**config.mk**
```make
export PLATFORM = sky130hd
export DESIGN_NAME = wkc_outq
export DESIGN_NICKNAME = d
export VERILOG_FILES = /design/src/design/wkc_pkg.sv /design/src/design/wkc_outq.sv
export SDC_FILE = /design/constraint.sdc
export NUM_CORES = 1
export LEC_CHECK = 0
export BUFFER_PORTS_ARGS = -buffer_cell sky130_fd_sc_hd__clkbuf_2
export CORE_ASPECT_RATIO = 0.8
export CORE_MARGIN = 3
export CORE_UTILIZATION = 45
export DETAILED_ROUTE_END_ITERATION = 8
export GPL_TIMING_DRIVEN = 0
export MAX_ROUTING_LAYER = met4
export PLACE_DENSITY = 0.74
export SLEW_MARGIN = 0
export SYNTH_ARGS = -nofsm -noshare
export SYNTH_HDL_FRONTEND = slang
export SYNTH_SLANG_ARGS = --single-unit
```
**constraint.sdc**
```tcl
create_clock -name clk_i -period 7.7 [get_ports clk_i]
set_input_delay 0.77 -clock clk_i [delete_from_list [all_inputs] [get_ports clk_i]]
set_output_delay 0.77 -clock clk_i [all_outputs]
set_load 0.02 [all_outputs]
```
**src/design/wkc_pkg.sv**
```systemverilog
package wkc_pkg;

  // count storage
  localparam int COUNT_WIDTH   = 16;
  localparam int ALPHABET_SIZE = 4;
  localparam int CODE_W        = $clog2(ALPHABET_SIZE);
  localparam int DI_ENTRIES    = ALPHABET_SIZE ** 2;
  localparam int TRI_ROWS      = ALPHABET_SIZE ** 2;
  localparam int TETRA_ROWS    = ALPHABET_SIZE ** 3;
  localparam int DI_W          = $clog2(DI_ENTRIES);
  localparam int TRI_ROW_W     = $clog2(TRI_ROWS);
  localparam int TETRA_ROW_W   = $clog2(TETRA_ROWS);
  localparam int TRI_AW        = TRI_ROW_W + 1;
  localparam int TETRA_AW      = TETRA_ROW_W + 1;

  // field widths
  localparam int OP_W    = 2;
  localparam int SYM_W   = 8;
  localparam int IDX_W   = 9;
  localparam int WLEN_W  = 16;
  localparam int FILL_W  = WLEN_W + 1;
  localparam int COORD_W = 32;
  localparam int VALUE_W = 16;

  // flat read index layout
  localparam logic [IDX_W-1:0] DI_BASE    = IDX_W'(4);
  localparam logic [IDX_W-1:0] TRI_BASE   = IDX_W'(20);
  localparam logic [IDX_W-1:0] TETRA_BASE = IDX_W'(84);
  localparam logic [IDX_W-1:0] TABLE_SIZE = IDX_W'(340);

  localparam logic [WLEN_W-1:0] WLEN_RESET = WLEN_W'(1000);

  // result queue
  localparam int OUTQ_DEPTH = 3;
  localparam int OUTQ_PTR_W = $clog2(OUTQ_DEPTH);
  localparam int OUTQ_CNT_W = $clog2(OUTQ_DEPTH + 1);

  // ascii symbols
  localparam logic [SYM_W-1:0] SYM_A_UP = 8'h41;
  localparam logic [SYM_W-1:0] SYM_A_LO = 8'h61;
  localparam logic [SYM_W-1:0] SYM_C_UP = 8'h43;
  localparam logic [SYM_W-1:0] SYM_C_LO = 8'h63;
  localparam logic [SYM_W-1:0] SYM_G_UP = 8'h47;
  localparam logic [SYM_W-1:0] SYM_G_LO = 8'h67;
  localparam logic [SYM_W-1:0] SYM_T_UP = 8'h54;
  localparam logic [SYM_W-1:0] SYM_T_LO = 8'h74;
  localparam logic [SYM_W-1:0] SYM_N_UP = 8'h4E;
  localparam logic [SYM_W-1:0] SYM_N_LO = 8'h6E;

  localparam logic [CODE_W-1:0] CODE_A = CODE_W'(0);
  localparam logic [CODE_W-1:0] CODE_C = CODE_W'(1);
  localparam logic [CODE_W-1:0] CODE_G = CODE_W'(2);
  localparam logic [CODE_W-1:0] CODE_T = CODE_W'(3);

  localparam logic KIND_WINDOW = 1'b0;
  localparam logic KIND_COUNT  = 1'b1;

  typedef enum logic [OP_W-1:0] {
    OP_BASE = 2'd0,
    OP_EOR  = 2'd1,
    OP_READ = 2'd2
  } op_e;

  typedef enum logic [2:0] {
    SEL_NONE,
    SEL_MONO,
    SEL_DI,
    SEL_TRI,
    SEL_TETRA
  } rd_sel_e;

  typedef logic [ALPHABET_SIZE-1:0][COUNT_WIDTH-1:0] row_t;

  typedef struct packed {
    logic en;
    logic bank;
  } clear_t;

  typedef struct packed {
    logic                    vld;
    logic                    upd;
    logic                    rd;
    logic                    res;
    logic                    bank;
    logic                    di_en;
    logic                    tri_en;
    logic                    tetra_en;
    rd_sel_e                 sel;
    logic [CODE_W-1:0]       lane;
    logic [DI_W-1:0]         di_idx;
    logic [TRI_ROW_W-1:0]    tri_row;
    logic [TETRA_ROW_W-1:0]  tetra_row;
    logic                    kind;
    logic [COORD_W-1:0]      win_begin;
    logic [COORD_W-1:0]      win_end;
  } stage_t;

  typedef struct packed {
    logic                kind;
    logic [COORD_W-1:0]  win_begin;
    logic [COORD_W-1:0]  win_end;
    logic [VALUE_W-1:0]  value;
  } res_t;

  typedef struct packed {
    logic vld;
    res_t data;
  } push_t;

  // base byte to 2-bit code, unknown bytes map to A
  function automatic logic [CODE_W-1:0] sym_code(input logic [SYM_W-1:0] sym);
    logic [CODE_W-1:0] c;
    c = CODE_A;
    if (sym == SYM_A_UP || sym == SYM_A_LO) c = CODE_A;
    else if (sym == SYM_C_UP || sym == SYM_C_LO) c = CODE_C;
    else if (sym == SYM_G_UP || sym == SYM_G_LO) c = CODE_G;
    else if (sym == SYM_T_UP || sym == SYM_T_LO) c = CODE_T;
    return c;
  endfunction

  // saturating increment of one count
  function automatic logic [COUNT_WIDTH-1:0] sat_inc(input logic [COUNT_WIDTH-1:0] c);
    return (c == {COUNT_WIDTH{1'b1}}) ? c : c + COUNT_WIDTH'(1);
  endfunction

  // count to output field width
  function automatic logic [VALUE_W-1:0] to_out(input logic [COUNT_WIDTH-1:0] c);
    logic [31:0] w;
    w = 32'(c);
    return w[VALUE_W-1:0];
  endfunction

endpackage

```
**src/design/wkc_outq.sv**
```systemverilog
module wkc_outq import wkc_pkg::*; (
  input  logic                clk_i,
  input  logic                rst_ni,
  input  push_t               push_i,
  input  logic                out_stall_i,
  output logic                room_o,
  output logic                out_valid_o,
  output logic                kind_o,
  output logic [COORD_W-1:0]  window_begin_o,
  output logic [COORD_W-1:0]  window_end_o,
  output logic [VALUE_W-1:0]  count_value_o
);

  res_t                  mem_q [OUTQ_DEPTH];
  logic [OUTQ_PTR_W-1:0] wr_ptr_q, rd_ptr_q;
  logic [OUTQ_CNT_W-1:0] occ_q, occ_d;
  logic                  pop;
  res_t                  head;

  // head of queue drives the result port
  assign head           = mem_q[rd_ptr_q];
  assign out_valid_o    = (occ_q != '0);
  assign kind_o         = head.kind;
  assign window_begin_o = head.win_begin;
  assign window_end_o   = head.win_end;
  assign count_value_o  = head.value;
  assign pop            = out_valid_o && !out_stall_i;

  // credit for a new request: stored results plus one still in the pipe
  assign room_o = ((OUTQ_CNT_W + 1)'(occ_q) + (OUTQ_CNT_W + 1)'(push_i.vld))
                  < (OUTQ_CNT_W + 1)'(OUTQ_DEPTH);

  always_comb begin
    occ_d = occ_q;
    if (push_i.vld && !pop) begin
      occ_d = occ_q + OUTQ_CNT_W'(1);
    end else if (!push_i.vld && pop) begin
      occ_d = occ_q - OUTQ_CNT_W'(1);
    end
  end

  // queue pointers
  always_ff @(posedge clk_i or negedge rst_ni) begin
    if (!rst_ni) begin
      wr_ptr_q <= '0;
      rd_ptr_q <= '0;
      occ_q    <= '0;
    end else begin
      occ_q <= occ_d;
      if (push_i.vld) begin
        wr_ptr_q <= (wr_ptr_q == OUTQ_PTR_W'(OUTQ_DEPTH - 1)) ? '0
                    : wr_ptr_q + OUTQ_PTR_W'(1);
      end
      if (pop) begin
        rd_ptr_q <= (rd_ptr_q == OUTQ_PTR_W'(OUTQ_DEPTH - 1)) ? '0
                    : rd_ptr_q + OUTQ_PTR_W'(1);
      end
    end
  end

  // queue storage
  always_ff @(posedge clk_i) begin
    if (push_i.vld) begin
      mem_q[wr_ptr_q] <= push_i.data;
    end
  end

`ifndef SYNTHESIS
  a_no_overrun: assert property (@(posedge clk_i) disable iff (!rst_ni)
    push_i.vld |-> (occ_q != OUTQ_CNT_W'(OUTQ_DEPTH) || pop))
    else $error("result pushed into a full queue");

  a_occ_range: assert property (@(posedge clk_i) disable iff (!rst_ni)
    occ_q <= OUTQ_CNT_W'(OUTQ_DEPTH))
    else $error("queue occupancy out of range");
`endif

endmodule

```
# After elaboration in Yosys (flattened, before gate mapping)
# Memory sizes are Yosys's and may differ from the RTL's.
# Cells that the tools add are included.
# classes
n_addsub,5
eq_ne,2
reduce_logical,8
n_mux,6
order_cmp,1
# ops
cell,n
2-bit 2-to-1 mux,4
"2-bit by 1-bit adder with 2-bit output, second input constant",3
"2-bit == test, second input constant",2
2-bit nonzero test,2
2-bit by 1-bit adder with 3-bit output,1
1-bit logical AND,3
1-bit zero test,3
"3-bit by 2-bit < comparator with 1-bit output, second input constant",1
1-bit 2-to-1 mux,2
"2-bit by 1-bit subtractor with 2-bit output, second input constant",1
# word_totals
inputBits,85
mem_bits_rw,243
wordCells,26
memories,1
out_inout_bits,83
regBits,6
# memory_table
memory,depth,width,read_ports,rd_clocked_by_memory_dff,write_ports,line,source
mem_q,3,81,1,0,1,wkc_outq.sv:14,res_t mem_q [OUTQ_DEPTH];

# Depth between registers and ports, before layout
# Gate-level depths: netlist of the first run.
# logic_depth
depth_word,5
depth_mapped,5
ltp_nobuf,5

# Worst setup path after synthesis of the first run
# Ideal clock, no wire load.
# synth_timing
path_type,in2reg
from,input port push_i[81] in the netlist's numbering
to,"memory mem_q[2][0] in the netlist's numbering, enable pin"
t_arrival_ps,6715
setup_slack_ps,348
required_time_ps,7064
path_buffers,0
stages,2
cell_sequence,inv_1 > nor3b_1
# synth_between
elab_chain_cells,2
# synth_lines
element,line,source
"start, declared",wkc_outq.sv:4,"input push_t push_i,"
1-bit 2-to-1 mux,wkc_outq.sv:63,if (push_i.vld) begin
1-bit 2-to-1 mux (not written as such),wkc_outq.sv:64,mem_q[wr_ptr_q] <= push_i.data;
"end, declared",wkc_outq.sv:14,
# Every way passes these cells.

# Worst setup path after layout of the first run
# layout_timing
from,register rd_ptr_q[1]
to,output port window_end_o[6]
# layout_between
elab_chain_cells,1
# layout_lines
element,line,source
"start, declared",wkc_outq.sv:15,"logic [OUTQ_PTR_W-1:0] wr_ptr_q, rd_ptr_q;"
"start signal, assigned",wkc_outq.sv:55,rd_ptr_q <= (rd_ptr_q == OUTQ_PTR_W'(OUTQ_DEPTH - 1)) ? '0
memory 3 x 81 bit,--,
"end, declared",wkc_outq.sv:10,"output logic [COORD_W-1:0] window_end_o,"
# Every way passes these cells.

==> results.md, run 1 <==
* Status: finished clean
* Placer congestion estimate at 0.708
* Non-filler cells, final at 1036
* Worst-path clk slew at approximately 0.060 ns
* Critical Setup Path Class: reg2out
* Top Family by Delay on Critical Path: buffers and inverters
* DR pass1 iterations at 4
* Seq cells post-synth at 249
* DP HPWL at 12.1 mm
* Num CTS Buffers at 24
* Clk buf depth at 3
* H-tree depth at 1
* Critical path's slowest cell: buf_1
* Worst path bufs/invs at 3
* Die X-Extent at 167 um
* FP Rows at 46
* Minimum clock period at 2.82 ns
* Root Buffer: clkbuf_16
* Final WL at 17.8 mm
* Vias post-DR at 5148
* Max FO, Critical Path at 10
* CP Capture Type: output pin
* Main synth FF type: edfxtp_1
* Final setup TNS at 0 ns
* First-pass GRT wire length at 27.2 mm
* Vias in the first global route at 5042
* Post-synth cell types at 25
* Placed cells at 993
* Yosys top cell area share at 78.2%
* Worst path required time at 6.93 ns
* Worst rel slew slack at 39.6%
* Async set-reset flop share out of synthesis at 2.41%
* TritonCTS clock tree: built
* Max Cap Viol at 0
* Setup Viol. Count Final at 0
* Vias per cell at 4.97
* All-Layer GR Usage at 15.8%
* Detail-routed net length per standard cell at 17.2 um
* CTS Hold Bufs at 0
* Overflow after GRT at 0
* P per Cell Area at 394 mW/mm^2
* Post-Syn Nets at 630
* Crit-path cells: buf_2, buf_1, nand2_1, o21ai_1, clkbuf_2
* Antenna violations before repair at 0
* Layout Utilization at 57.2%
* RSZ-0062 raised after global routing: false
* Routed Antenna Nets at 0
* Most common cell in the netlist: edfxtp_1
* Final Cell Area at 0.0115 mm^2
* Syn Inst Count at between 500 and 600
* Initial drt markers at 320
* Syn avg cell area at 17.2 um^2
* Slowest stage delay, CP at 0.48 ns
* Fin. Hold Viols at 0
* Post-CTS setup buffer count at 0
* VDD IR max at between 0.0002 and 0.0003 V
* Seq/Total Area, Yosys at around 80%
* Warnings from Yosys at 0
* Area leader, netlist: edfxtp_1
* Core Area at 0.0201 mm^2
* Area growth, synth to finish at 23.1%
* Die Ht at 135 um
* Max-slew violations at 0
* # DRC at 0
* Post-Place Cell Area at 0.0108 mm^2
* Post-synth EDFFs at between 200 and 250
* Layout cells sized above 1 at approximately 30%
* Fillers at 1559
* CTS Sinks at 249
* Fmax at about 0.35 GHz
* Hold/Removal Path Class: in2async
* Antenna Cells at 0
* Internal at 2.93 mW
* Io pins at between 150 and 200
* Initial Util at 46.4%
* Clock latency at the later pin of the worst-skew pair at 0.51 ns
* Sw Ratio at 35.3%
* Final setup skew at about 0.0048 ns
* IO Port Bufs at roughly 170
* Clock Power Share at about a quarter
* Part of the cycle the worst path needs at 36.6%
* Combinational power share at 36.6%
* Most common library cells after synthesis: edfxtp_1 (243), nand2_1 (83), mux2i_1 (81), o21ai_1 (58), o21ai_0 (24)
* Crit path DAT at 2.05 ns
* Die Area at 0.0225 mm^2
* Startpoint Class: flip-flop
* Slew @ Worst Pin at between 0.9 and 1 ns
* Synth area leaders: edfxtp_1 (78%), mux2i_1 (8.7%), nand2_1 (3.3%)
* Pwr Total at 4.52 mW
* Sequential power share at 39.7%
* Switching Power at 1.59 mW
* Nets at approximately 840
* Synthesized area at 0.00933 mm^2
* Largest net degree at the start of global routing at 30
* Post-CTS sizing at 0
* Pleak at 4.29 nW
[cell families after synthesis]
logic type / share of synthesized area, %
DFF: 79.8
and+or+nand+nor: 3.80
AOI/OAI and AO/OA: 4.77
muxes: 8.69
buffers and inverters: 2.23
xor gates and xnor gates: 0.282
adders and majority gates: 0.402
[through the flow]
stage	hold WS, ns	setup slack [ns]
4_1_cts	0.0608	4.84
2_1_floorplan	0.474	0.348
3_3_place_gp	0.505	-3.50
3_5_place_dp	0.528	4.70
5_1_grt	0.0691	4.66
6_report	0.0798	4.88
[layout by cell type, fill, tap and decap left out]
cell type	netlist	layout
o21ai_0	24	24
o21ai_1	58	58
clkbuf_2	0	167
nand2b_1	1	1
nor2_4	0	1
nor2_1	2	1
xor2_1	2	2
buf_1	4	4
nor3_2	1	2
buf_12	1	3
o21bai_1	1	1
clkbuf_1	11	18
clkinv_1	0	8
inv_1	1	1
dfrtp_1	6	6
a21o_1	3	3
buf_8	6	6
nand2_1	83	83
xnor2_1	1	1
ha_1	3	3
edfxtp_1	243	243
buf_2	3	3
nor3b_2	0	1
buf_4	3	6
mux2i_1	81	81
or2_2	1	1
a21oi_1	1	1
buf_16	0	1
buf_6	0	14
clkbuf_16	0	25
clkinv_2	0	1
clkinvlp_4	0	1
bufinv_16	0	1
[power by group through the flow]
stage               clock, mW  sequential [mW]  combinational (mW)
finish                   1.07             1.79                1.66
global route             1.16             1.81                1.79
CTS                      1.10             1.79                1.69
detailed placement          0             1.82                1.68
global placement            0             1.89                1.60
floorplan                   0             1.85                1.07
[state kept, by name, indices dropped and copies added (netlist names)]
name	flops
rd_ptr_q	2
mem_q	243
occ_q	2
wr_ptr_q	2
[final cells by class]
class,count,area [um^2],share of cell area [%]
sequential,249,7450,64.8
multi-input combinational,264,1690,14.7
timing repair buffer,187,1080,9.43
clock buffer,32,652,5.68
tap,264,330,2.88
buffer,28,204,1.78
clock inverter,11,72.6,0.632
inverter,1,3.75,0.0327
[metal layers]
metal	track usage (%)	part of all wire (%)	up-vias
met4	3.44	1.8	0
met5	-	0	-
li1	-	-	2489
met2	25.3	48	154
met3	4.33	7.3	29
met1	20.7	43	2476
[worst paths after layout]
check | from | endpoint | slack, ns | cells after the start
max reg2reg | wr_ptr_q[1] | mem_q[0][10] | 5.26 | 5
min in group clk_i | push_i[48] | mem_q[0][48] | 0.47 | 1
max in group asynchronous | rst_ni | rd_ptr_q[0] | 7.47 | 1
min | rst_ni | occ_q[0] | 0.08 | 1
max | rd_ptr_q[1] | window_end_o[6] | 4.88 | 5
min reg2reg | occ_q[1] | occ_q[1] | 0.53 | 1
No activity file was read; power rests on OpenSTA's default activity.
==> inputs of run 2 (changes only) <==
Clock period 7.7 ns to 2.6 ns, I/O delays scaled along.
==> run 2 against run 1 <==
  * Total power rose to 3.0 times the previous value
  * First-iteration DRC count decreased by 5.6%
  * Sequential share of layout area shrank 4.7 points
  * Hold slack better by 0.034 ns
  * Critical path type unchanged
  * Critical endpoint is now window_end_o[26]
==> results.md, run 2 (same netlist as run 1, synthesis figures left out) <==
* Root Buffer: clkbuf_16
* Final WL at 19.2 mm (+8.0%)
* All-Layer GR Usage at 17.3% (+1.5 points)
* Fillers at 1466 (-6.0%)
* FP Rows at 46 (unchanged)
* Area growth, synth to finish at 32.9%
* Vias post-DR at 5470 (+6.3%)
* Most frequent cells in the layout: edfxtp_1 (243), clkbuf_2 (167), nand2_1 (83)
* Final setup TNS at 0 ns (unchanged)
* Core Area at 0.0201 mm^2 (unchanged)
* Detail-routed net length per standard cell at 17.3 um (+0.52%)
* Antenna Cells at 0 (unchanged)
* Die Area at 0.0225 mm^2 (unchanged)
* Max-slew violations at 0 (unchanged)
* Non-filler cells, final at 1113 (+7.4%)
* Biggest register: mem_q
* Vias per cell at 4.91 (-1.1%)
* DP HPWL at 12.0 mm (-0.45%)
* Layout Utilization at 61.7% (+4.5 points)
* Overflow after GRT at 0 (unchanged)
* Nets at 919 (+9.0%)
* P per Cell Area at 1110 mW/mm^2 (+180%)
* Max FO, Critical Path at 10 (unchanged)
* Die Ht at 135 um (unchanged)
* Commonest non-fill, non-tap cell in the layout: edfxtp_1
* DR pass1 iterations at 4 (unchanged)
* Fin. Hold Viols at 0 (unchanged)
* Fmax at 0.422 GHz
* VDD IR max at 0.000657 V (+150%)
* Post-place setup slack at 0.414 ns (-4.29 ns)
* Setup Viol. Count Final at 0 (unchanged)
* Part of the cycle the worst path needs at 91.1%
* Crit path DAT at 2.11 ns (+0.06 ns)
* Status: finished clean
* Layout cells sized above 1 at 27.7% (-2.5 points)
* Worst rel slew slack at 46.9% (+7.4 points)
* Die X-Extent at 167 um (unchanged)
* Clock latency at the later pin of the worst-skew pair at 0.51 ns (about the same)
* Hold/Removal Path Class: in2async
* IO Port Bufs at 167 (unchanged)
* Placed cells at 987 (-0.60%)
* Initial drt markers at 302 (-5.6%)
* Worst path required time at 2.34 ns (-4.59 ns)
* Worst-path clk slew at 0.06 ns (about the same)
* Final setup margin at 0.231 ns (-4.65 ns)
* Vias in the first global route at 5562 (+10%)
* # DRC at 0 (unchanged)
* Startpoint Class: flip-flop
* Number of flip-flops in the largest register at 243 (unchanged)
* Minimum clock period at 2.37 ns
* Num CTS Buffers at 24 (unchanged)
* Slew @ Worst Pin at 0.795 ns (-0.106 ns)
* Io pins at 168 (unchanged)
* RSZ-0062 raised after global routing: false
* Critical Setup Path Class: reg2out
* Largest net degree at the start of global routing at 29 (-3.3%)
* Max Cap Viol at 0 (unchanged)
* Antenna violations before repair at 0 (unchanged)
* Register area at 0.00745 mm^2 (about the same)
* Initial Util at 46.4% (unchanged)
* CP Capture Type: output pin
* Pleak at 4.65 nW (+8.4%)
* Area of the multi-input gates at 0.00170 mm^2 (+0.74%)
* Placer congestion estimate at 0.714 (+0.82%)
* H-tree depth at 1 (unchanged)
* Clk buf depth at 3 (unchanged)
* CTS Sinks at 249 (unchanged)
* First-pass GRT wire length at 29.9 mm (+9.9%)
* Routed Antenna Nets at 0 (unchanged)
* Final setup skew at 0.0184 ns (+0.0137 ns)
* TritonCTS clock tree: built
run 2: what timing repair did:
item                                   in CTS  in global routing
endpoints found under the hold margin     249                  0
setup buffers                               0                  0
hold buffers                               82                  0
resized for setup                           0                  0
run 2: where the power goes:
group / switching (mW) / internal, mW / total (mW)
Clock: 1.36 / 1.94 / 3.31
Combinational: 3.29 / 1.80 / 5.09
Sequential: 0.182 / 5.15 / 5.33
run 2: worst paths after layout:
check	startpoint	to	slack [ns]	cells past startpoint
worst max register to register	wr_ptr_q[0]	mem_q[0][14]	0.53	5
max in group asynchronous	rst_ni	wr_ptr_q[1]	2.31	2
worst min register to register	occ_q[1]	occ_q[1]	0.52	1
worst max-delay path	rd_ptr_q[1]	window_end_o[26]	0.23	5
min in group clk_i	push_i[81]	occ_q[0]	0.17	3
worst min-delay path	rst_ni	wr_ptr_q[0]	0.11	2
run 2: area by class of cell:
| type | instances | area share (%) |
|---|---|---|
| timing repair buffer | 263 | 15.6 |
| clock inverter | 11 | 0.959 |
| inverter | 1 | 0.0303 |
| buffer | 28 | 1.65 |
| tap | 264 | 2.67 |
| sequential | 249 | 60.1 |
| multi-input combinational | 264 | 13.7 |
| clock buffer | 33 | 5.20 |
run 2: metrics by stage:
stage | hold slack (ns) | instance area (um^2) | power [mW]
global route | 0.114 | 12400 | 14.4
global placement | 0.0949 | 10500 | 10.2
detailed placement | 0.103 | 10800 | 10.4
CTS | 0.0959 | 12400 | 13.9
floorplan | -0.0356 | 9360 | 8.58
finish | 0.114 | 12400 | 13.7
run 2: worst max-delay path: stages, from the launching register on:
cell	delay, ns
dfrtp_1	0.36
buf_2	0.29
clkbuf_1	0.44
nand2_1	0.15
o21ai_1	0.15
clkbuf_2	0.20
run 2: metal layers:
layer | up-vias | GRT usage [%] | share of wire (%)
met2 | 169 | 28.9 | 50
met4 | 0 | 3.85 | 2.0
met1 | 2631 | 22.0 | 42
met5 | - | - | 0
met3 | 29 | 4.07 | 6.2
li1 | 2641 | - | -
