## config.mk

```make
export PLATFORM = sky130hd
export DESIGN_NAME = wkc_ctrl
export DESIGN_NICKNAME = d
export VERILOG_FILES = /design/src/design/wkc_pkg.sv /design/src/design/wkc_ctrl.sv
export SDC_FILE = /design/constraint.sdc
export NUM_CORES = 1
export LEC_CHECK = 0
export BUFFER_PORTS_ARGS = -buffer_cell sky130_fd_sc_hd__buf_2
export CAP_MARGIN = 20
export CORE_MARGIN = 2
export CORE_UTILIZATION = 40
export CTS_BUF_LIST = sky130_fd_sc_hd__clkbuf_4
export CTS_CLUSTER_DIAMETER = 50
export DETAILED_ROUTE_END_ITERATION = 8
export HOLD_SLACK_MARGIN = 0.06
export PLACE_DENSITY = 0.74
export REMOVE_ABC_BUFFERS = 1
export SYNTH_ARGS = -nofsm -noshare
export SYNTH_HDL_FRONTEND = slang
export SYNTH_SLANG_ARGS = --single-unit
```

## constraint.sdc

```tcl
create_clock -name clk_i -period 5.2 [get_ports clk_i]
set_clock_uncertainty 0.15 [all_clocks]
set_input_delay 0.52 -clock clk_i [delete_from_list [all_inputs] [get_ports clk_i]]
set_output_delay 0.52 -clock clk_i [all_outputs]
set_load 0.005 [all_outputs]
```

## src/design/wkc_pkg.sv

```systemverilog
package wkc_pkg;

  // count storage
  localparam int COUNT_WIDTH   = 16;
  localparam int ALPHABET_SIZE = 4;
  localparam int CODE_W        = $clog2(ALPHABET_SIZE);
  localparam int DI_ENTRIES    = ALPHABET_SIZE ** 2;
  localparam int TRI_ROWS      = ALPHABET_SIZE ** 2;
  localparam int TETRA_ROWS    = ALPHABET_SIZE ** 3;
  localparam int DI_W          = $clog2(DI_ENTRIES);
  localparam int TRI_ROW_W     = $clog2(TRI_ROWS);
  localparam int TETRA_ROW_W   = $clog2(TETRA_ROWS);
  localparam int TRI_AW        = TRI_ROW_W + 1;
  localparam int TETRA_AW      = TETRA_ROW_W + 1;

  // field widths
  localparam int OP_W    = 2;
  localparam int SYM_W   = 8;
  localparam int IDX_W   = 9;
  localparam int WLEN_W  = 16;
  localparam int FILL_W  = WLEN_W + 1;
  localparam int COORD_W = 32;
  localparam int VALUE_W = 16;

  // flat read index layout
  localparam logic [IDX_W-1:0] DI_BASE    = IDX_W'(4);
  localparam logic [IDX_W-1:0] TRI_BASE   = IDX_W'(20);
  localparam logic [IDX_W-1:0] TETRA_BASE = IDX_W'(84);
  localparam logic [IDX_W-1:0] TABLE_SIZE = IDX_W'(340);

  localparam logic [WLEN_W-1:0] WLEN_RESET = WLEN_W'(1000);

  // result queue
  localparam int OUTQ_DEPTH = 3;
  localparam int OUTQ_PTR_W = $clog2(OUTQ_DEPTH);
  localparam int OUTQ_CNT_W = $clog2(OUTQ_DEPTH + 1);

  // ascii symbols
  localparam logic [SYM_W-1:0] SYM_A_UP = 8'h41;
  localparam logic [SYM_W-1:0] SYM_A_LO = 8'h61;
  localparam logic [SYM_W-1:0] SYM_C_UP = 8'h43;
  localparam logic [SYM_W-1:0] SYM_C_LO = 8'h63;
  localparam logic [SYM_W-1:0] SYM_G_UP = 8'h47;
  localparam logic [SYM_W-1:0] SYM_G_LO = 8'h67;
  localparam logic [SYM_W-1:0] SYM_T_UP = 8'h54;
  localparam logic [SYM_W-1:0] SYM_T_LO = 8'h74;
  localparam logic [SYM_W-1:0] SYM_N_UP = 8'h4E;
  localparam logic [SYM_W-1:0] SYM_N_LO = 8'h6E;

  localparam logic [CODE_W-1:0] CODE_A = CODE_W'(0);
  localparam logic [CODE_W-1:0] CODE_C = CODE_W'(1);
  localparam logic [CODE_W-1:0] CODE_G = CODE_W'(2);
  localparam logic [CODE_W-1:0] CODE_T = CODE_W'(3);

  localparam logic KIND_WINDOW = 1'b0;
  localparam logic KIND_COUNT  = 1'b1;

  typedef enum logic [OP_W-1:0] {
    OP_BASE = 2'd0,
    OP_EOR  = 2'd1,
    OP_READ = 2'd2
  } op_e;

  typedef enum logic [2:0] {
    SEL_NONE,
    SEL_MONO,
    SEL_DI,
    SEL_TRI,
    SEL_TETRA
  } rd_sel_e;

  typedef logic [ALPHABET_SIZE-1:0][COUNT_WIDTH-1:0] row_t;

  typedef struct packed {
    logic en;
    logic bank;
  } clear_t;

  typedef struct packed {
    logic                    vld;
    logic                    upd;
    logic                    rd;
    logic                    res;
    logic                    bank;
    logic                    di_en;
    logic                    tri_en;
    logic                    tetra_en;
    rd_sel_e                 sel;
    logic [CODE_W-1:0]       lane;
    logic [DI_W-1:0]         di_idx;
    logic [TRI_ROW_W-1:0]    tri_row;
    logic [TETRA_ROW_W-1:0]  tetra_row;
    logic                    kind;
    logic [COORD_W-1:0]      win_begin;
    logic [COORD_W-1:0]      win_end;
  } stage_t;

  typedef struct packed {
    logic                kind;
    logic [COORD_W-1:0]  win_begin;
    logic [COORD_W-1:0]  win_end;
    logic [VALUE_W-1:0]  value;
  } res_t;

  typedef struct packed {
    logic vld;
    res_t data;
  } push_t;

  // base byte to 2-bit code, unknown bytes map to A
  function automatic logic [CODE_W-1:0] sym_code(input logic [SYM_W-1:0] sym);
    logic [CODE_W-1:0] c;
    c = CODE_A;
    if (sym == SYM_A_UP || sym == SYM_A_LO) c = CODE_A;
    else if (sym == SYM_C_UP || sym == SYM_C_LO) c = CODE_C;
    else if (sym == SYM_G_UP || sym == SYM_G_LO) c = CODE_G;
    else if (sym == SYM_T_UP || sym == SYM_T_LO) c = CODE_T;
    return c;
  endfunction

  // saturating increment of one count
  function automatic logic [COUNT_WIDTH-1:0] sat_inc(input logic [COUNT_WIDTH-1:0] c);
    return (c == {COUNT_WIDTH{1'b1}}) ? c : c + COUNT_WIDTH'(1);
  endfunction

  // count to output field width
  function automatic logic [VALUE_W-1:0] to_out(input logic [COUNT_WIDTH-1:0] c);
    logic [31:0] w;
    w = 32'(c);
    return w[VALUE_W-1:0];
  endfunction

endpackage

```

## src/design/wkc_ctrl.sv

```systemverilog
module wkc_ctrl import wkc_pkg::*; (
  input  logic               clk_i,
  input  logic               rst_ni,
  input  logic               cfg_we_i,
  input  logic [WLEN_W-1:0]  cfg_wdata_i,
  input  logic               in_valid_i,
  input  logic               room_i,
  input  logic [OP_W-1:0]    op_i,
  input  logic [SYM_W-1:0]   symbol_i,
  input  logic [IDX_W-1:0]   count_index_i,
  output logic               in_stall_o,
  output stage_t             req_o,
  output clear_t             clr_o
);

  logic                    active_q, active_d;
  logic [3*CODE_W-1:0]     codes_q, codes_d;
  logic [2:0]              rv_q, rv_d;
  logic [WLEN_W-1:0]       fill_q, fill_d;
  logic [COORD_W-1:0]      pos_q, pos_d;
  logic [WLEN_W-1:0]       wlen_q;

  logic                    accept;
  logic                    is_base, is_eor, is_read;
  logic                    gap;
  logic [CODE_W-1:0]       code, p0, p1, p2;
  logic [FILL_W-1:0]       limit, fill_inc, fill_cur;
  logic [COORD_W:0]        end_sum;
  logic [COORD_W-1:0]      end_sat;
  logic                    finish;
  logic [IDX_W-1:0]        off_di, off_tri, off_tetra;

  // request handshake
  assign in_stall_o = ~room_i;
  assign accept     = in_valid_i & room_i;

  assign is_base = (op_i == OP_BASE);
  assign is_eor  = (op_i == OP_EOR);
  assign is_read = (op_i == OP_READ);

  // base decode and recent context
  assign gap  = (symbol_i == SYM_N_UP) || (symbol_i == SYM_N_LO);
  assign code = sym_code(symbol_i);
  assign p0   = codes_q[CODE_W-1:0];
  assign p1   = codes_q[2*CODE_W-1:CODE_W];
  assign p2   = codes_q[3*CODE_W-1:2*CODE_W];

  // window fill and end coordinate
  assign limit    = (wlen_q == '0) ? (FILL_W'(1) << WLEN_W) : {1'b0, wlen_q};
  assign fill_inc = {1'b0, fill_q} + FILL_W'(1);
  assign fill_cur = is_base ? fill_inc : {1'b0, fill_q};
  assign end_sum  = {1'b0, pos_q} + (COORD_W + 1)'(fill_cur);
  assign end_sat  = end_sum[COORD_W] ? {COORD_W{1'b1}} : end_sum[COORD_W-1:0];
  assign finish   = (is_base && (fill_inc >= limit)) || (is_eor && (fill_q != '0));

  // read index offsets
  assign off_di    = count_index_i - DI_BASE;
  assign off_tri   = count_index_i - TRI_BASE;
  assign off_tetra = count_index_i - TETRA_BASE;

  // request to the count tables
  always_comb begin
    req_o           = '0;
    req_o.upd       = is_base && !gap;
    req_o.res       = finish || is_read;
    req_o.rd        = is_read;
    req_o.vld       = accept && (req_o.upd || req_o.res);
    req_o.bank      = is_read ? ~active_q : active_q;
    req_o.kind      = is_read ? KIND_COUNT : KIND_WINDOW;
    req_o.win_begin = is_read ? '0 : pos_q;
    req_o.win_end   = is_read ? '0 : end_sat;
    req_o.sel       = SEL_NONE;
    if (is_read) begin
      priority if (count_index_i < DI_BASE) begin
        req_o.sel  = SEL_MONO;
        req_o.lane = count_index_i[CODE_W-1:0];
      end else if (count_index_i < TRI_BASE) begin
        req_o.sel    = SEL_DI;
        req_o.di_idx = off_di[DI_W-1:0];
      end else if (count_index_i < TETRA_BASE) begin
        req_o.sel     = SEL_TRI;
        req_o.tri_row = off_tri[CODE_W +: TRI_ROW_W];
        req_o.lane    = off_tri[CODE_W-1:0];
      end else if (count_index_i < TABLE_SIZE) begin
        req_o.sel       = SEL_TETRA;
        req_o.tetra_row = off_tetra[CODE_W +: TETRA_ROW_W];
        req_o.lane      = off_tetra[CODE_W-1:0];
      end else begin
        req_o.sel = SEL_NONE;
      end
    end else begin
      req_o.lane      = code;
      req_o.di_idx    = {p0, code};
      req_o.tri_row   = {p1, p0};
      req_o.tetra_row = {p2, p1, p0};
      req_o.di_en     = rv_q[0];
      req_o.tri_en    = (rv_q[1:0] == 2'b11);
      req_o.tetra_en  = (rv_q == 3'b111);
    end
  end

  // a finished window clears the bank that takes over counting
  assign clr_o.en   = accept && finish;
  assign clr_o.bank = ~active_q;

  // window and record state
  always_comb begin
    active_d = active_q;
    codes_d  = codes_q;
    rv_d     = rv_q;
    fill_d   = fill_q;
    pos_d    = pos_q;
    if (accept) begin
      unique case (op_i)
        OP_BASE: begin
          codes_d = {codes_q[2*CODE_W-1:0], code};
          if (finish) begin
            active_d = ~active_q;
            pos_d    = end_sat;
            fill_d   = '0;
            rv_d     = '0;
          end else begin
            fill_d = fill_inc[WLEN_W-1:0];
            rv_d   = {rv_q[1:0], ~gap};
          end
        end
        OP_EOR: begin
          if (finish) begin
            active_d = ~active_q;
          end
          pos_d   = '0;
          fill_d  = '0;
          codes_d = '0;
          rv_d    = '0;
        end
        default: begin
        end
      endcase
    end
  end

  always_ff @(posedge clk_i or negedge rst_ni) begin
    if (!rst_ni) begin
      active_q <= 1'b0;
      codes_q  <= '0;
      rv_q     <= '0;
      fill_q   <= '0;
      pos_q    <= '0;
    end else begin
      active_q <= active_d;
      codes_q  <= codes_d;
      rv_q     <= rv_d;
      fill_q   <= fill_d;
      pos_q    <= pos_d;
    end
  end

  // window length register
  always_ff @(posedge clk_i or negedge rst_ni) begin
    if (!rst_ni) begin
      wlen_q <= WLEN_RESET;
    end else if (cfg_we_i) begin
      wlen_q <= cfg_wdata_i;
    end
  end

`ifndef SYNTHESIS
  a_bank_swap: assert property (@(posedge clk_i) disable iff (!rst_ni)
    clr_o.en |=> (active_q != $past(active_q)))
    else $error("bank did not swap on window finish");

  a_eor_reset: assert property (@(posedge clk_i) disable iff (!rst_ni)
    (accept && is_eor) |=> (fill_q == '0 && rv_q == '0 && pos_q == '0))
    else $error("record state not cleared at end of record");
`endif

endmodule

```

# --- Word-level counts from Yosys, hierarchy flattened ---
# Index checks and enable logic that the tools add are counted.
word_totals:
  regBits: 74
  input_bits: 40
op_classes:
  add_sub_neg: 5
  order_cmp: 5
  n_eq_ne: 15
  mux: 33
  n_bitwise: 4
  n_reduce_logical: 22
ops:
  columns: ["cell", "n"]
  rows:
  - ["32-bit 2-to-1 mux", 4]
  - ["8-bit by 7-bit == test with 1-bit output, second input constant", 10]
  - ["32-bit one-hot mux with 2 select lines", 1]
  - ["17-bit 2-to-1 mux", 2]
  - ["32-bit by 17-bit adder with 33-bit output", 1]
  - ["16-bit 2-to-1 mux", 2]
  - ["16-bit one-hot mux with 2 select lines", 1]
  - ["16-bit by 1-bit adder with 17-bit output, second input constant", 1]
  - ["17-bit greater-or-equal comparator", 1]
  - ["16-bit zero test", 1]
  - ["16-bit nonzero test", 1]
  - ["3-bit 2-to-1 mux", 5]
  - ["14-bit 2-to-1 mux", 1]
  - ["2-bit 2-to-1 mux", 6]
  - ["6-bit 2-to-1 mux", 2]
  - ["6-bit one-hot mux with 2 select lines", 1]
  - ["10-bit 2-to-1 mux", 1]
  - ["5-bit 2-to-1 mux", 2]
  - ["9-bit by 3-bit < comparator with 1-bit output, second input constant", 1]
  - ["9-bit by 5-bit < comparator with 1-bit output, second input constant", 1]
  - ["9-bit by 7-bit < comparator with 1-bit output, second input constant", 1]
  - ["9-bit < comparator, second input constant", 1]
  - ["1-bit logical OR", 8]
  - ["4-bit 2-to-1 mux", 2]
  - ["other kinds (18)", 27]

# --- Logic depth before layout (Yosys ltp) ---
# Gate-level depths: netlist (run 1).
depth:
  word_depth: 8
  mapped_depth: 19

# --- Worst setup path after synthesis (run 1) ---
# Ideal clock, no wire load.
synth_timing:
  path_kind: "register to output"
  from: "reg fill_q[0]"
  to: "out req_o[29] (netlist bit)"
  t_arrival_ps: 3850
  required_time_ps: 4530
  setup_slack_ps: 680
  stages_incl_launch_ff: 19
  n_path_buf: 2
  path_cell_list: "dfrtp_1 ha_1 nand3_1 nor2_2 and3_1 and3_1 buf_2 nand3_2 nor3_1 xor2_1 ha_1 buf_4 nand4_2 or2_2 a211oi_2 o32ai_4 nor4_2 nor2_1 a311oi_1"
synth_rtl:
  columns: ["item", "line", "source"]
  rows:
  - ["start, declared", "wkc_ctrl.sv:19", "logic [WLEN_W-1:0] fill_q, fill_d;"]
  - ["start signal, assigned", "wkc_ctrl.sv:153", "fill_q <= fill_d;"]
  - ["end, declared", "wkc_ctrl.sv:12", "output stage_t req_o,"]

==> results of run 1 <==
## per-stage QoR
step,util [%],std cells,area (um2)
6_report,50.3,1156,7700
5_1_grt,50.3,1156,7700
4_1_cts,49.1,1150,7510
3_5_place_dp,47.6,1131,7290
3_3_place_gp,47.6,1131,7290
2_1_floorplan,-,748,6050
## worst reg2reg max path, stage by stage, from the launching register on
cell	delay, ns
dfrtp_1	0.39
ha_2	0.21
nand3_1	0.11
nor2_2	0.12
and3_4	0.20
and3_4	0.21
nand3_2	0.13
buf_4	0.19
nor2_1	0.12
xor2_1	0.20
ha_1	0.27
a21o_1	0.17
a211o_1	0.33
o21ai_0	0.10
o211ai_1	0.30
and2_1	0.43
a21o_1	0.25
a22o_1	0.22
## Yosys cell counts, types with 9 or more instances
cell type,number
o21ai_0,77
clkbuf_1,32
o21bai_1,9
a21oi_1,43
nor2_1,80
nor3_1,16
nand2_1,84
a31oi_1,14
and2_1,33
xnor2_1,32
buf_2,11
a22o_1,14
and3_1,14
ha_1,37
inv_1,34
xor2_1,23
dfrtp_1,68
a21o_1,13
nand3_1,25
## registers in the layout (all words and copies together), names as in the netlist
register,cells
pos_q,32
codes_q,6
rv_q,3
wlen_q,16
active_q,1
fill_q,16
## worst max path at each step
stage	start	endpoint	slack (ns)
detailed placement	op_i[1]	req_o[11]	0.14
global placement	op_i[1]	req_o[13]	0.20
floorplan	fill_q[0]	req_o[16]	0.62
finish	fill_q[0]	req_o[31]	0.18
global route	fill_q[1]	req_o[31]	-0.03
CTS	fill_q[2]	req_o[31]	0.01
## what timing repair did
action,in CTS,in global routing
resized for setup,3,31
setup buffers,2,4
gates cloned,0,1
setup endpoints to repair,25,34
hold buffers,1,0
endpoints found under the hold margin,28,0
pin swaps,1,8
## final cells by class
type                            instances  area (um2)  share of cell area [%]
Antenna cell                            1        2.50                  0.0325
Tap cell                              211         264                    3.43
Sequential cell                        74        1860                    24.2
Clock inverter                          5         103                    1.33
Timing Repair Buffer                  179        1010                    13.2
Multi-Input combinational cell        640        4240                    55.1
Inverter                               35         131                    1.71
Clock buffer                           11        82.6                    1.07
## report_power, final
group / internal [mW] / leakage, nW / switching, mW
Clock: 0.254 / 0.0987 / 0.223
Combinational: 0.0961 / 2.74 / 0.136
Sequential: 0.604 / 0.980 / 0.0212
## layer usage
layer	global-route usage (%)	wire length, um	part of all wire [%]
met3	4.67	1470	8.2
met5	0	0	0
met2	33.2	8070	45
met4	5.88	297	1.7
met1	29.4	8040	45
## cells by family (layout without fill, tap and decap cells)
group                      after synthesis  in the layout  synth area share [%]
DFF                                     74             74                  29.4
AOI/OAI and AO/OA                      235            236                  24.4
muxes                                    1              1                 0.178
buffers and inverters                   93            230                  6.33
adders and majority gates               38             38                  7.64
and+or+nand+nor                        310            310                  24.4
other                                    0              1                     0
xor gates and xnor gates                55             55                  7.62
==> metrics.txt, run 1 <==
post-synth top area share=a little over a quarter; Final WS setup=~0.18 ns; nets@finish=between 1000 and 1500; GRT Total Usage=about a fifth; syn_area_per_cell=between 7 and 8 um2; Leak Pwr=~3.8 nW; ratio of cells with drive above 1 in the final layout=a little over a quarter; crit path kind=register to primary output; Min Hold Slack=~0.11 ns; Synth area leader=dfrtp_1; CTS Buffer Depth=2; PwrDens=173 mW/mm2; Synth Flop Type=dfrtp_1; Seq/Total Area, Yosys=slightly below 30%; critical path capture point type=primary output; Pre-antenna DRT Iters=5; synth unique cells=75; total power=1.33 mW; Register-to-Register Path Depth=17; pre-CTS WS=0.144 ns; Final ANT Viol Nets=0; GP Congestion=roughly 0.88; Buf+Inv Stages, Crit Path=3; DRC viols=0; cells after synthesis=about 800; setup TNS=0 ns; CP cell instances=buf_4 -> nand3_1 -> nor4_2 -> and3_4 -> nand2_1 -> nor3_2 -> xor2_1 -> ha_1 -> buf_4 -> nand2_1 -> or2_4 -> a211oi_4 -> o32ai_4 -> nor4_4 -> nor2_1 -> a311oi_2 -> buf_2; root buffer cell=clkbuf_4; EDFF count, synth=0; die height=around 130 um; Initial Util=between 40% and 50%; HP Start=cfg_wdata_i[4]; Worst Setup Start Kind=register; flops & latches, synth=74; Hold Fails Final Rpt=0; Worst-Skew Late Latency=around 0.47 ns; post-DP HPWL=roughly 13000 um; commonest non-fill, non-tap cell in the layout=buf_2; Synth async-reset ratio=100%; first-pass GRT wire length=28400 um; area of the core=0.0153 mm2; critical-path cell with the highest stage delay=dfrtp_1; Vias=between 6000 and 7000; reg2reg start=fill_q[1]; Worst Path Required=between 4 and 5 ns; clk slew on worst S/H paths=~0.12 ns; DIE AREA=between 0.015 and 0.02 mm2; R2R Path End=pos_q[22]; Layout area overhead=21.9%; largest net degree at the start of global routing=47; Layout fillers=between 1500 and 2000; synth top area cells=dfrtp_1 (27%), ha_1 (7.3%), o21ai_0 (6.1%); synthesized cell area=about 0.0063 mm2; initial antenna violation count=1; DR WL/cell=roughly 15 um; fin crit share=a little over nine tenths; Hold Path Depth=3; Rel. slew slack=a little over a third; grt ovf=0; outcome=completed; CTS tree=yes; Arr. time, crit path=approximately 4.4 ns; Starting DRT DRC Count=481; row cnt=between 40 and 50; VDD IR-drop max=about 0.00012 V; WP depth=17; Worst Tran Pin Value=0.974 ns; number of global-route vias before repair=5766; Max-Cap Viols=0; CTS Sinks=74; Max FO, Critical Path=6; Ports=135; setup violators final=0; reg2reg setup slack=between 0.9 and 1 ns; Final Routed Wirelength=~18000 um; Port Buffers=roughly 130; final worst path period need=~5.0 ns; H-tree depth=3; Hold Path Sink=wlen_q[4]; synth warn=0; TritonCTS buffer count=9; fmax=~0.2 GHz; Vias/cell=around 5.5; CP max stage delay=about 0.39 ns; most frequent cells in the layout=buf_2 (133), nand2_1 (84), nor2_1 (78); Crit path max-delay family=simple AND/OR/NAND/NOR gates; Slew Viols, Final=0; die width=between 100 and 150 um; HP Class=input port to register
No activity file was read; power rests on OpenSTA's default activity.
==> run 2: changes to the inputs <==
- CORE_UTILIZATION: 40 -> 37
- PLACE_DENSITY: 0.74 -> 0.7
- TNS_END_PERCENT: default -> 50
==> metrics.txt, run 2 (synthesized netlist as in run 1, its figures left out) <==
final worst path period need=between 5 and 6 ns; Final Routed Wirelength=about 18000 um; Slew Viols, Final=0; PwrDens=roughly 160 mW/mm2; Worst-Skew Late Latency=between 0.4 and 0.5 ns; die height=135 um; H-tree depth=3; GP Congestion=0.912; Antenna diodes=0; Vias=between 6000 and 7000; Port Buffers=roughly 130; Final WS setup=0.172 ns; Util after Layout=between 40% and 50%; VDD IR-drop max=0.000118 V; Initial Util=38.0%; DIE AREA=between 0.015 and 0.02 mm2; Max FO, Critical Path=8; ratio of cells with drive above 1 in the final layout=roughly a quarter; Vias/cell=roughly 5.5; area of the core=approximately 0.017 mm2; Register-to-Register Path Depth=14; largest net degree at the start of global routing=44; fmax=0.199 GHz; biggest registers after layout=pos_q (32), fill_q (16), wlen_q (16); Max-Cap Viols=0; DP Area=slightly above 0.007 mm2; Arr. time, crit path=roughly 4.4 ns; Worst Setup Start Kind=register; number of global-route vias before repair=about 5700; RSZ-0062 raised after global routing=yes; grt ovf=0; Layout area overhead=18.8%; Hold Fails Final Rpt=0; HP Class=input port to register; reg2reg start=fill_q[6]; row cnt=47; GRT Total Usage=around a fifth; CTS tree=yes; Layout fillers=around 1700; die width=around 130 um; Largest Register=pos_q; Critical Path Start=fill_q[1]; Leak Pwr=approximately 3.7 nW; max reg flops=32; Rel. slew slack=between 30% and 40%; CTS Buffer Depth=2; DRC viols=0; clk slew on worst S/H paths=around 0.13 ns; fin crit share=a little over nine tenths; first-pass GRT wire length=between 20000 and 30000 um; root buffer cell=clkbuf_4; Ports=roughly 140; outcome=completed; Worst Path Required=about 4.5 ns; initial antenna violation count=0; Pre-antenna DRT Iters=5; total power=~1.2 mW; reg2reg setup slack=about 0.90 ns; final instance area=0.00751 mm2; pre-CTS WS=0.107 ns; Starting DRT DRC Count=320; post-DP HPWL=approximately 13000 um; CTS Sinks=74; most frequent cells in the layout=buf_2 (133), nand2_1 (84), nor2_1 (78); DR WL/cell=between 15 and 20 um; crit path kind=register to primary output; Final ANT Viol Nets=0; setup violators final=0; CP endpoint=req_o[31]; commonest non-fill, non-tap cell in the layout=buf_2; R2R Path End=pos_q[26]; nets@finish=996; Worst Tran Pin Value=0.906 ns; critical path capture point type=primary output; TritonCTS buffer count=9
==> run 2: cell types whose count changed in the layout (fill, tap and decap cells not counted), moves of 2 or more <==
| cell | before | now |
|---|---|---|
| clkinvlp_4 | 0 | 2 |
| dfrtp_1 | 64 | 62 |
| bufinv_16 | 3 | 0 |
| dfrtp_2 | 4 | 6 |
| clkinv_2 | 0 | 3 |
| buf_4 | 45 | 24 |
==> run 2: how the worst min path moves through the flow <==
| stage | startpoint | endpoint | slack, ns | cells after the start |
|---|---|---|---|---|
| 6_report | cfg_wdata_i[13] | wlen_q[13] | 0.11 | 3 |
| 2_1_floorplan | rst_ni | active_q | 0.07 | 0 |
| 3_5_place_dp | codes_q[5] | codes_q[5] | 0.34 | 1 |
| 5_1_grt | cfg_wdata_i[13] | wlen_q[13] | 0.09 | 3 |
| 3_3_place_gp | codes_q[5] | codes_q[5] | 0.34 | 1 |
| 4_1_cts | cfg_wdata_i[2] | wlen_q[2] | 0.09 | 3 |
==> run 2: routing by layer <==
| layer | track usage [%] | share of wire, % | vias up | wire length, um |
|---|---|---|---|---|
| met5 | 0 | 0 | - | 0 |
| met4 | 5.73 | 1.4 | 0 | 256 |
| met3 | 3.19 | 6.6 | 22 | 1180 |
| met2 | 30.7 | 45 | 229 | 8050 |
| met1 | 27.0 | 47 | 2907 | 8360 |
| li1 | - | - | 3081 | - |
==> run 2: what timing repair did <==
action / CTS / global route
hold buffers: 1 / 0
setup endpoints to repair: 35 / 27
setup buffers: 3 / 3
resized for setup: 13 / 27
pin swaps: 2 / 5
endpoints found under the hold margin: 36 / 0
==> run 2: metrics by stage <==
stage | hold slack, ns | TNS (ns) | std cells
detailed placement | 0.343 | 0 | 1120
global placement | 0.341 | 0 | 1120
CTS | 0.0869 | 0 | 1140
floorplan | 0.0744 | 0 | 748
global route | 0.0931 | -0.0445 | 1143
finish | 0.107 | 0 | 1143
==> run 2: report_power, final <==
part | internal [mW] | total, mW | switching [mW]
clock | 0.0993 | 0.325 | 0.226
sequential | 0.604 | 0.628 | 0.0240
combinational | 0.0970 | 0.232 | 0.135
total | 0.801 | 1.19 | 0.385
==> run 2: final cells by class <==
class                           count  area [um2]  share of cell area, %
Timing Repair Buffer              159         876                   11.7
Clock inverter                      6        33.8                  0.450
Multi-Input combinational cell    639        4250                   56.6
Sequential cell                    74        1870                   24.9
Tap cell                          220         275                   3.66
Inverter                           35         131                   1.75
Clock buffer                       10        75.1                   1.00
==> run 2: critical path, stage by stage (launching register included) <==
cell and delay [ns]:
dfrtp_1 0.45, ha_4 0.18, nand3_2 0.14, nor2_2 0.15, and3_4 0.23, and3_4 0.24
nand3_4 0.14, nor3_2 0.20, xor2_1 0.11, ha_1 0.40, nand4_4 0.14, or2_4 0.30
a211oi_4 0.21, o32ai_4 0.14, buf_12 0.16, nor4_4 0.19, nor2_1 0.08, a311oi_1 0.29
buf_2 0.17
